===== src/rtl/core/obd2pid_pkg.sv =====
package obd2pid_pkg;

  localparam int unsigned X_W   = 32;  // operand: A, W or Q
  localparam int unsigned K_W   = 23;  // scale numerator, already times 2^16
  localparam int unsigned OFF_W = 15;  // whole-number offset
  localparam int unsigned R_W   = 8;   // remainder, below the divisor
  localparam int unsigned ACC_W = 47;  // unsigned floored value before offset
  localparam int unsigned VAL_W = 46;  // result width
  localparam int unsigned REC_W = 30;  // reciprocal width
  localparam int unsigned FRAC  = 16;  // fraction bits

  // Divisors left after folding 2^16 and powers of two into the numerator.
  typedef enum logic [2:0] {
    DIV_1,
    DIV_5,
    DIV_25,
    DIV_125,
    DIV_255
  } div_t;

  function automatic logic [R_W-1:0] div_value(input div_t d);
    logic [R_W-1:0] v;
    unique case (d)
      DIV_5:   v = 8'd5;
      DIV_25:  v = 8'd25;
      DIV_125: v = 8'd125;
      DIV_255: v = 8'd255;
      default: v = 8'd1;
    endcase
    return v;
  endfunction

  // floor(2^32 / d); the divide-by-one path bypasses the multiplier
  function automatic logic [REC_W-1:0] div_recip(input div_t d);
    logic [REC_W-1:0] m;
    unique case (d)
      DIV_5:   m = 30'd858993459;
      DIV_25:  m = 30'd171798691;
      DIV_125: m = 30'd34359738;
      DIV_255: m = 30'd16843009;
      default: m = '0;
    endcase
    return m;
  endfunction

endpackage


===== src/rtl/core/obd2pid_cdiv.sv =====
// Three-stage divide by a small constant: reciprocal estimate, back-multiply,
// one correction step. Sideband rides alongside unchanged.
module obd2pid_cdiv #(
  parameter int unsigned SideW = 8
) (
  input  logic                          clk,
  input  logic                          rst,
  input  logic                          in_valid,
  input  logic [obd2pid_pkg::X_W-1:0]   in_x,
  input  obd2pid_pkg::div_t             in_d,
  input  logic [SideW-1:0]              in_side,
  output logic                          out_valid,
  output logic [obd2pid_pkg::X_W-1:0]   out_q,
  output logic [obd2pid_pkg::R_W-1:0]   out_r,
  output logic [SideW-1:0]              out_side
);
  import obd2pid_pkg::*;

  localparam int unsigned P_W = X_W + REC_W;

  // stage a: x * reciprocal
  logic               valid_a;
  logic [P_W-1:0]     prod_a;
  logic [X_W-1:0]     x_a;
  div_t               d_a;
  logic [SideW-1:0]   side_a;

  // stage b: quotient estimate and estimate * d
  logic               valid_b;
  logic [X_W-1:0]     qest_b;
  logic [X_W-1:0]     qd_b;
  logic [X_W-1:0]     x_b;
  div_t               d_b;
  logic [SideW-1:0]   side_b;

  // stage c: corrected result
  logic               valid_c;
  logic [X_W-1:0]     q_c;
  logic [R_W-1:0]     r_c;
  logic [X_W-1:0]     x_c;
  div_t               d_c;
  logic [SideW-1:0]   side_c;

  logic [X_W-1:0]     qest_next;
  logic [X_W+R_W-1:0] qd_full;
  logic [X_W-1:0]     diff;
  logic [R_W:0]       rem_raw;
  logic [R_W:0]       dval_b;

  always_comb begin
    // estimate is q or q-1
    qest_next = (d_a == DIV_1) ? x_a : X_W'(prod_a[P_W-1:X_W]);
    qd_full   = qest_next * div_value(d_a);
    diff      = x_b - qd_b;
    rem_raw   = diff[R_W:0];
    dval_b    = {1'b0, div_value(d_b)};
  end

  always_ff @(posedge clk) begin
    if (rst) begin
      valid_a <= 1'b0;
      valid_b <= 1'b0;
      valid_c <= 1'b0;
    end else begin
      valid_a <= in_valid;
      valid_b <= valid_a;
      valid_c <= valid_b;
    end
    prod_a <= in_x * div_recip(in_d);
    x_a    <= in_x;
    d_a    <= in_d;
    side_a <= in_side;

    qest_b <= qest_next;
    qd_b   <= qd_full[X_W-1:0];
    x_b    <= x_a;
    d_b    <= d_a;
    side_b <= side_a;

    if (rem_raw >= dval_b) begin
      q_c <= qest_b + X_W'(1);
      r_c <= R_W'(rem_raw - dval_b);
    end else begin
      q_c <= qest_b;
      r_c <= rem_raw[R_W-1:0];
    end
    x_c    <= x_b;
    d_c    <= d_b;
    side_c <= side_b;
  end

  assign out_valid = valid_c;
  assign out_q     = q_c;
  assign out_r     = r_c;
  assign out_side  = side_c;

  a_rem_below_div: assert property (@(posedge clk) disable iff (rst)
    valid_c |-> (r_c < div_value(d_c)))
    else $error("remainder not below divisor");

  a_quot_exact: assert property (@(posedge clk) disable iff (rst)
    valid_c |-> ((40'(q_c) * 40'(div_value(d_c)) + 40'(r_c)) == 40'(x_c)))
    else $error("q*d + r does not rebuild the dividend");

  a_valid_chain: assert property (@(posedge clk) disable iff (rst)
    valid_c |-> $past(valid_b))
    else $error("output valid without a stage-b item");

endmodule


===== config.mk =====
export PLATFORM = sky130hd
export DESIGN_NAME = obd2pid_cdiv
export DESIGN_NICKNAME = d
export VERILOG_FILES = /design/src/rtl/core/obd2pid_pkg.sv /design/src/rtl/core/obd2pid_cdiv.sv
export SDC_FILE = /design/constraint.sdc
export NUM_CORES = 2
export LEC_CHECK = 0
export BUFFER_PORTS_ARGS = -buffer_cell sky130_fd_sc_hd__buf_2
export CAP_MARGIN = 10
export CORE_MARGIN = 2
export CORE_UTILIZATION = 60
export CTS_BUF_LIST = sky130_fd_sc_hd__clkbuf_16
export DETAILED_ROUTE_END_ITERATION = 7
export GPL_TIMING_DRIVEN = 0
export PLACE_DENSITY = 0.77
export SLEW_MARGIN = 15
export SYNTH_ARGS = -nofsm -noshare
export SYNTH_HDL_FRONTEND = slang
export SYNTH_SLANG_ARGS = --single-unit

===== constraint.sdc =====
create_clock -name clk -period 10.3 [get_ports clk]
set_clock_uncertainty 0.05 [all_clocks]
set_input_delay 1.03 -clock clk [delete_from_list [all_inputs] [get_ports clk]]
set_output_delay 1.03 -clock clk [all_outputs]
set_load 0.1 [all_outputs]

* After elaboration in Yosys (flattened, before gate mapping)
Cells that the tools add are included.
** Operators by class
- Add/sub/neg operators :: 3
- $mul :: 2
- Order comparisons :: 1
- Equal/unequal tests :: 12
- Muxes and demuxes :: 6
- Reduce and logical (&&, ||, !) cells :: 1
** Operator list (count)
- $pmux W30 S4 :: 1
- $mux W32 :: 2
- $pmux W8 S4 :: 2
- $mul A32 B30 Y62 :: 1
- $add A32 B1 Y32 const B :: 1
- $mul A32 B8 Y9 :: 1
- $eq A3 B2 Y1 const B :: 6
- $eq A3 B1 Y1 const B :: 3
- $eq A3 B3 Y1 const B :: 3
- $ge A9 B8 Y1 :: 1
- $sub A9 B9 Y9 :: 1
- $mux W8 :: 1
- $sub A8 B8 Y8 :: 1
- $logic_not A3 Y1 :: 1
** Word-level totals
- Register bits after elaboration :: 217
- Logic and storage cells :: 40

* Logic depth before layout (Yosys ltp)
- Depth after elaboration :: 4
- Depth in mapped cells :: 34
- Gate-level depth less buffers :: 31

* Worst setup path after synthesis
No wires, ideal clock.
- Kind :: input -> register
- From :: input in_d[0]
- To :: register prod_a[61]
- Library setup time :: 0.121 ns
- Data arrival time :: 8.791 ns
- Data required time :: 10.129 ns
- Setup slack :: 1.338 ns
- Stages on the path :: 31
- Buffers on the path :: 3
- Path through :: buf_2 nor2b_1 clkbuf_1 nand2_1 or2_2 o21ai_0 inv_1 fa_1 inv_1 fa_1 inv_1 fa_1 fa_1 inv_1 fa_1 fa_1 fa_1 inv_1 fa_1 inv_1 ha_1 a21o_1 o21a_1 a311oi_1 o21ai_0 a22o_1 o31a_1 buf_6 a2111oi_4 o31ai_2 xnor2_1
** On the way
- Cells in the longest elaborated chain, start to end :: 3
- Elaborated cells on any way between the ends :: 6
- Those cells by class :: 1 x mul; 4 x eq/ne; 1 x mux
** RTL lines
- from (decl) :: RTL line obd2pid_cdiv.sv:10 : input obd2pid_pkg::div_t in_d,
- $eq A3 B3 Y1, or another cell as far along :: RTL line obd2pid_pkg.sv:36 : unique case (d)
- $pmux W30 S4 * :: RTL line obd2pid_pkg.sv:36
- $mul A32 B30 Y62 * :: RTL line obd2pid_cdiv.sv:69 : prod_a <= in_x * div_recip(in_d);
- to (signal assigned) :: RTL line obd2pid_cdiv.sv:69
- to (decl) :: RTL line obd2pid_cdiv.sv:23 : logic [P_W-1:0] prod_a;
Every way passes the cells marked *; elsewhere a longest branch is shown, timed or not.
A chain may end at the register's enable or synchronous reset.

* Worst setup path in the final report
- From :: input in_d[0]
- To :: register prod_a[57]
Same word-level chain as after synthesis.

==> key figures <==
Power
  – Cell leakage power: ~19 nW
  – Clock network fraction of total power: 6.7%
  – Cell internal pwr: 4.88 mW
  – Combinational share of power: 83.3%
  – Fraction of power consumed by sequential logic: between 10% and 20%
  – PD cells: 326 nW/um^2
  – NetSw: 6.01 mW
  – Sw Share: 55.2%
  – Worst voltage drop across the vdd grid: 0.401 mV

Routing
  – Number of nets with antenna violations after detailed routing: 0
  – Number of violations reported at the end of detailed-routing iteration 0: 1,876
  – Overall via count from detail_route: 22.0k
  – Total Wirelength: 93,300 um
  – Wire per inst: 23.1 um
  – Via-per-instance ratio: approximately 5.4
  – DRC: 0
  – Count of TritonRoute iterations in the first routing pass: 5

Clock network
  – Deepest level of the CTS H-tree: 4
  – Maximum number of buffers from clock root to sink: 2
  – Register clock-pin slew on the reported worst setup and hold paths: ~70 ps
  – Clock tree from TritonCTS: yes
  – Clock Sinks: 184
  – Number of buffers added by the clock tree synthesis step: 17
  – Clock root buffer master: sky130_fd_sc_hd__clkbuf_16
  – Clock insertion delay at the later pin of the skew report: 440 ps

STA
  – Number of pins with negative max-slew slack in the final report: 0
  – Count of final setup violators: 0
  – Maximum clock rate: 98.9 MHz
  – Unrepaired setup endpoints after global routing: no
  – Shortest clock period the worst path allows after layout: 10,110 ps
  – Max_slew headroom: 16.1%
  – Final period util: 98.2%
  – Tightest Pin Transition: between 1000 and 1500 ps
  – Final Hold Fails: 0

Logic synthesis
  – Top post-synthesis cells by area: sky130_fd_sc_hd__fa_1, sky130_fd_sc_hd__ha_1, sky130_fd_sc_hd__inv_1
  – Leading cell types by count after synthesis: sky130_fd_sc_hd__inv_1, sky130_fd_sc_hd__fa_1, sky130_fd_sc_hd__ha_1
  – Share of the synthesized area in the top cell type: 40.2%
  – Synth Area per Inst: between 9 and 10 um^2
  – Synthesized netlist net count: 4,376
  – Proportion of synthesized flip-flops having asynchronous set or reset: 0%
  – Part of the Yosys area used for sequential elements: 11.7%
  – Distinct cell type count after synthesis: slightly below 60
  – Leading area contributor after synthesis: sky130_fd_sc_hd__fa_1
  – Most instantiated flip-flop cell in the synthesis netlist: sky130_fd_sc_hd__dfxtp_1
  – Yosys reg bits: 184
  – Synthesized cell area: 31,400 um^2
  – Cell count after synthesis: 3,240
  – Number of warnings reported in the yosys synthesis log: 0
  – Library cell with the highest instance count after synthesis: sky130_fd_sc_hd__inv_1
  – Post-synth EDFFs: 0

Setup path
  – Critical Path Start Type: primary input
  – Worst EP required: 10,620 ps
  – Logic depth of the worst register-to-register path: 16
  – Startpoint of the most critical register-to-register path: d_a[2]
  – Biggest fanout along the worst timing path: 10
  – Critical path's slowest cell: sky130_fd_sc_hd__clkbuf_1
  – R2r setup slk: 4850 ps
  – Capturing point of the worst reg2reg path: qd_b[8]
  – Delay of the slowest critical-path stage: 930 ps
  – Arrival time at the worst endpoint: 10,430 ps
  – Critical Path Most Common Cell: sky130_fd_sc_hd__fa_1
  – Kind of critical path: in -> reg
  – Element type at the critical path end: flip-flop

Run status
  – Run status: completed

Run
  – Total of max-cap violations: 0

Final layout
  – Fraction of layout instances using a drive strength above 1: 6.65%
  – Area occupied by multi-input gates: 23,600 um^2
  – Final Net Count: 4,489
  – Summed area of non-filler cells in the final layout: between 30,000 and 40,000 um^2
  – Register area: 3680 um^2
  – Count of fill cells added during filler insertion: 4,320
  – Non-Filler Instances: a little over 4k
  – Area grow syn2layout: 6.45%
  – Utilization after layout: approximately 65%
  – Final antenna diode count: 0

Die
  – Total die area: between 50,000 and 60,000 um^2
  – Starting density of the core: about three fifths
  – I/O pin count: 95
  – Vert. Die Dim: 233 um
  – Core Region: 51,500 um^2
  – Horizontal die dimension: around 230 um
  – Std cell rows: 83

Placement
  – Placement-stage cell area: 32,700 um^2
  – Total of buffers placed on input and output ports: 94
  – Final weighted congestion in routability-driven placement: approximately 1.0
  – Post-detailed-placement half-perimeter wirelength: 83,700 um
  – Number of placed cells counting well taps: 4,014

Global routing
  – Global routing usage summed across all routing layers: 35.9%
  – Maximum number of pins on one net before global-route repair: 20
  – Overflow left after global routing: 0
  – First-pass GRT wire length: 138,000 um
  – Number of antenna violations at the first check in global routing: 3
  – Via count of the first global-routing pass: 22.5k

Min path
  – Launch instance of the worst min-delay path: side_a[5]
  – Worst hold path type: reg -> reg
  – Hold Path Depth: 0
  – Hold EP: side_b[5]
## metrics by stage
step                      hold slack, ps  power (mW)  worst slack, ps  setup TNS, ps
after floorplan                      260        7.59             1340              0
after CTS                            279        10.8            0.473              0
final                                278        10.9              188              0
after global placement               260        9.93            -1300         -24150
after global routing                 279        11.9            0.178              0
after detailed placement             263        10.0            -1340         -26600
## power groups by stage
stage	Combinational, mW	Sequential, mW	Clock, mW
floorplan	6.01	1.58	0
global placement	8.83	1.10	0
detailed placement	8.91	1.11	0
CTS	9.01	1.09	0.739
global route	10.0	1.11	0.774
finish	9.07	1.09	0.729
## sequential cells by signal, indices dropped and copies added (netlist names)
signal	count
out_q	32
x_a	32
qest_b	31
prod_a	30
qd_b	9
x_b	9
out_r	8
out_side	8
side_a	8
side_b	8
d_a	3
d_b	3
out_valid	1
valid_a	1
valid_b	1
## cell usage in the layout (no fill, tap or decap), types with 4 or more instances in the layout
| master | instances |
|---|---|
| sky130_fd_sc_hd__clkbuf_16 | 17 |
| sky130_fd_sc_hd__a21o_1 | 43 |
| sky130_fd_sc_hd__xnor2_1 | 69 |
| sky130_fd_sc_hd__o21bai_1 | 10 |
| sky130_fd_sc_hd__mux2_2 | 33 |
| sky130_fd_sc_hd__clkbuf_2 | 11 |
| sky130_fd_sc_hd__nand2b_1 | 11 |
| sky130_fd_sc_hd__nor3_1 | 9 |
| sky130_fd_sc_hd__bufinv_16 | 4 |
| sky130_fd_sc_hd__nand4_1 | 19 |
| sky130_fd_sc_hd__o211ai_1 | 8 |
| sky130_fd_sc_hd__inv_8 | 5 |
| sky130_fd_sc_hd__dfxtp_1 | 184 |
| sky130_fd_sc_hd__a31oi_1 | 10 |
| sky130_fd_sc_hd__o21ai_0 | 29 |
| sky130_fd_sc_hd__a21oi_1 | 64 |
| sky130_fd_sc_hd__and4_1 | 8 |
| sky130_fd_sc_hd__xor2_1 | 26 |
| sky130_fd_sc_hd__and3_1 | 24 |
| sky130_fd_sc_hd__ha_1 | 460 |
| sky130_fd_sc_hd__o21a_1 | 6 |
| sky130_fd_sc_hd__nor2_1 | 117 |
| sky130_fd_sc_hd__and2_1 | 53 |
| sky130_fd_sc_hd__clkbuf_1 | 26 |
| sky130_fd_sc_hd__fa_1 | 630 |
| sky130_fd_sc_hd__buf_2 | 95 |
| sky130_fd_sc_hd__or2_2 | 41 |
| sky130_fd_sc_hd__nand2_1 | 178 |
| sky130_fd_sc_hd__nand3_1 | 27 |
| sky130_fd_sc_hd__nor2b_1 | 48 |
| sky130_fd_sc_hd__inv_1 | 1046 |
## repair_timing
item / CTS / global route
endpoints found under the setup margin: 27 / 21
resized for setup: 4 / 21
hold buffers: 0 / 0
setup buffers: 0 / 0
## how the worst max path moves through the flow
stage / from / cells past startpoint / endpoint / slack [ps]
floorplan: in_d[0] / 31 / prod_a[61] / 1340
global placement: in_d[0] / 30 / prod_a[57] / -1300
detailed placement: in_d[0] / 30 / prod_a[57] / -1340
CTS: in_d[0] / 30 / prod_a[57] / 0.5
global route: in_d[0] / 30 / prod_a[57] / 0.2
finish: in_d[0] / 28 / prod_a[57] / 190
## area by class of cell
| class | instances | share of cell area, % |
|---|---|---|
| multi-input combinational | 1969 | 70.7 |
| inverter | 1046 | 11.7 |
| sequential | 184 | 11.0 |
| tap | 680 | 2.55 |
| timing repair buffer | 94 | 1.41 |
| clock buffer | 17 | 1.27 |
| clock inverter | 15 | 0.749 |
| buffer | 41 | 0.550 |
## metal layers
metal | part of all wire, % | vias to the layer above | global-route usage [%]
met1 | 39 | 10900 | 46.1
li1 | - | 9824 | -
met3 | 8.1 | 257 | 6.69
met5 | 0.015 | - | 0
met4 | 7.7 | 2 | 22.0
met2 | 46 | 972 | 56.4
## logic make-up (layout without fill, tap and decap cells)
| kind of cell | count (synthesis) | after routing | synth area share (%) |
|---|---|---|---|
| muxes | 35 | 35 | 1.25 |
| AOI/OAI and AO/OA | 206 | 206 | 4.33 |
| DFF | 184 | 184 | 11.7 |
| adders and majority gates | 1090 | 1090 | 58.5 |
| buffers and inverters | 1087 | 1213 | 13.0 |
| and+or+nand+nor | 542 | 542 | 8.42 |
| xor gates and xnor gates | 96 | 96 | 2.72 |
## worst max-delay path, delay by kind of cell
kind	cells	cell delay [ps]
buffers and inverters	7	1470
AOI/OAI and AO/OA	6	2040
and+or+nand+nor	6	1500
adders and majority gates	9	4370
No activity file was read; power rests on OpenSTA's default activity.
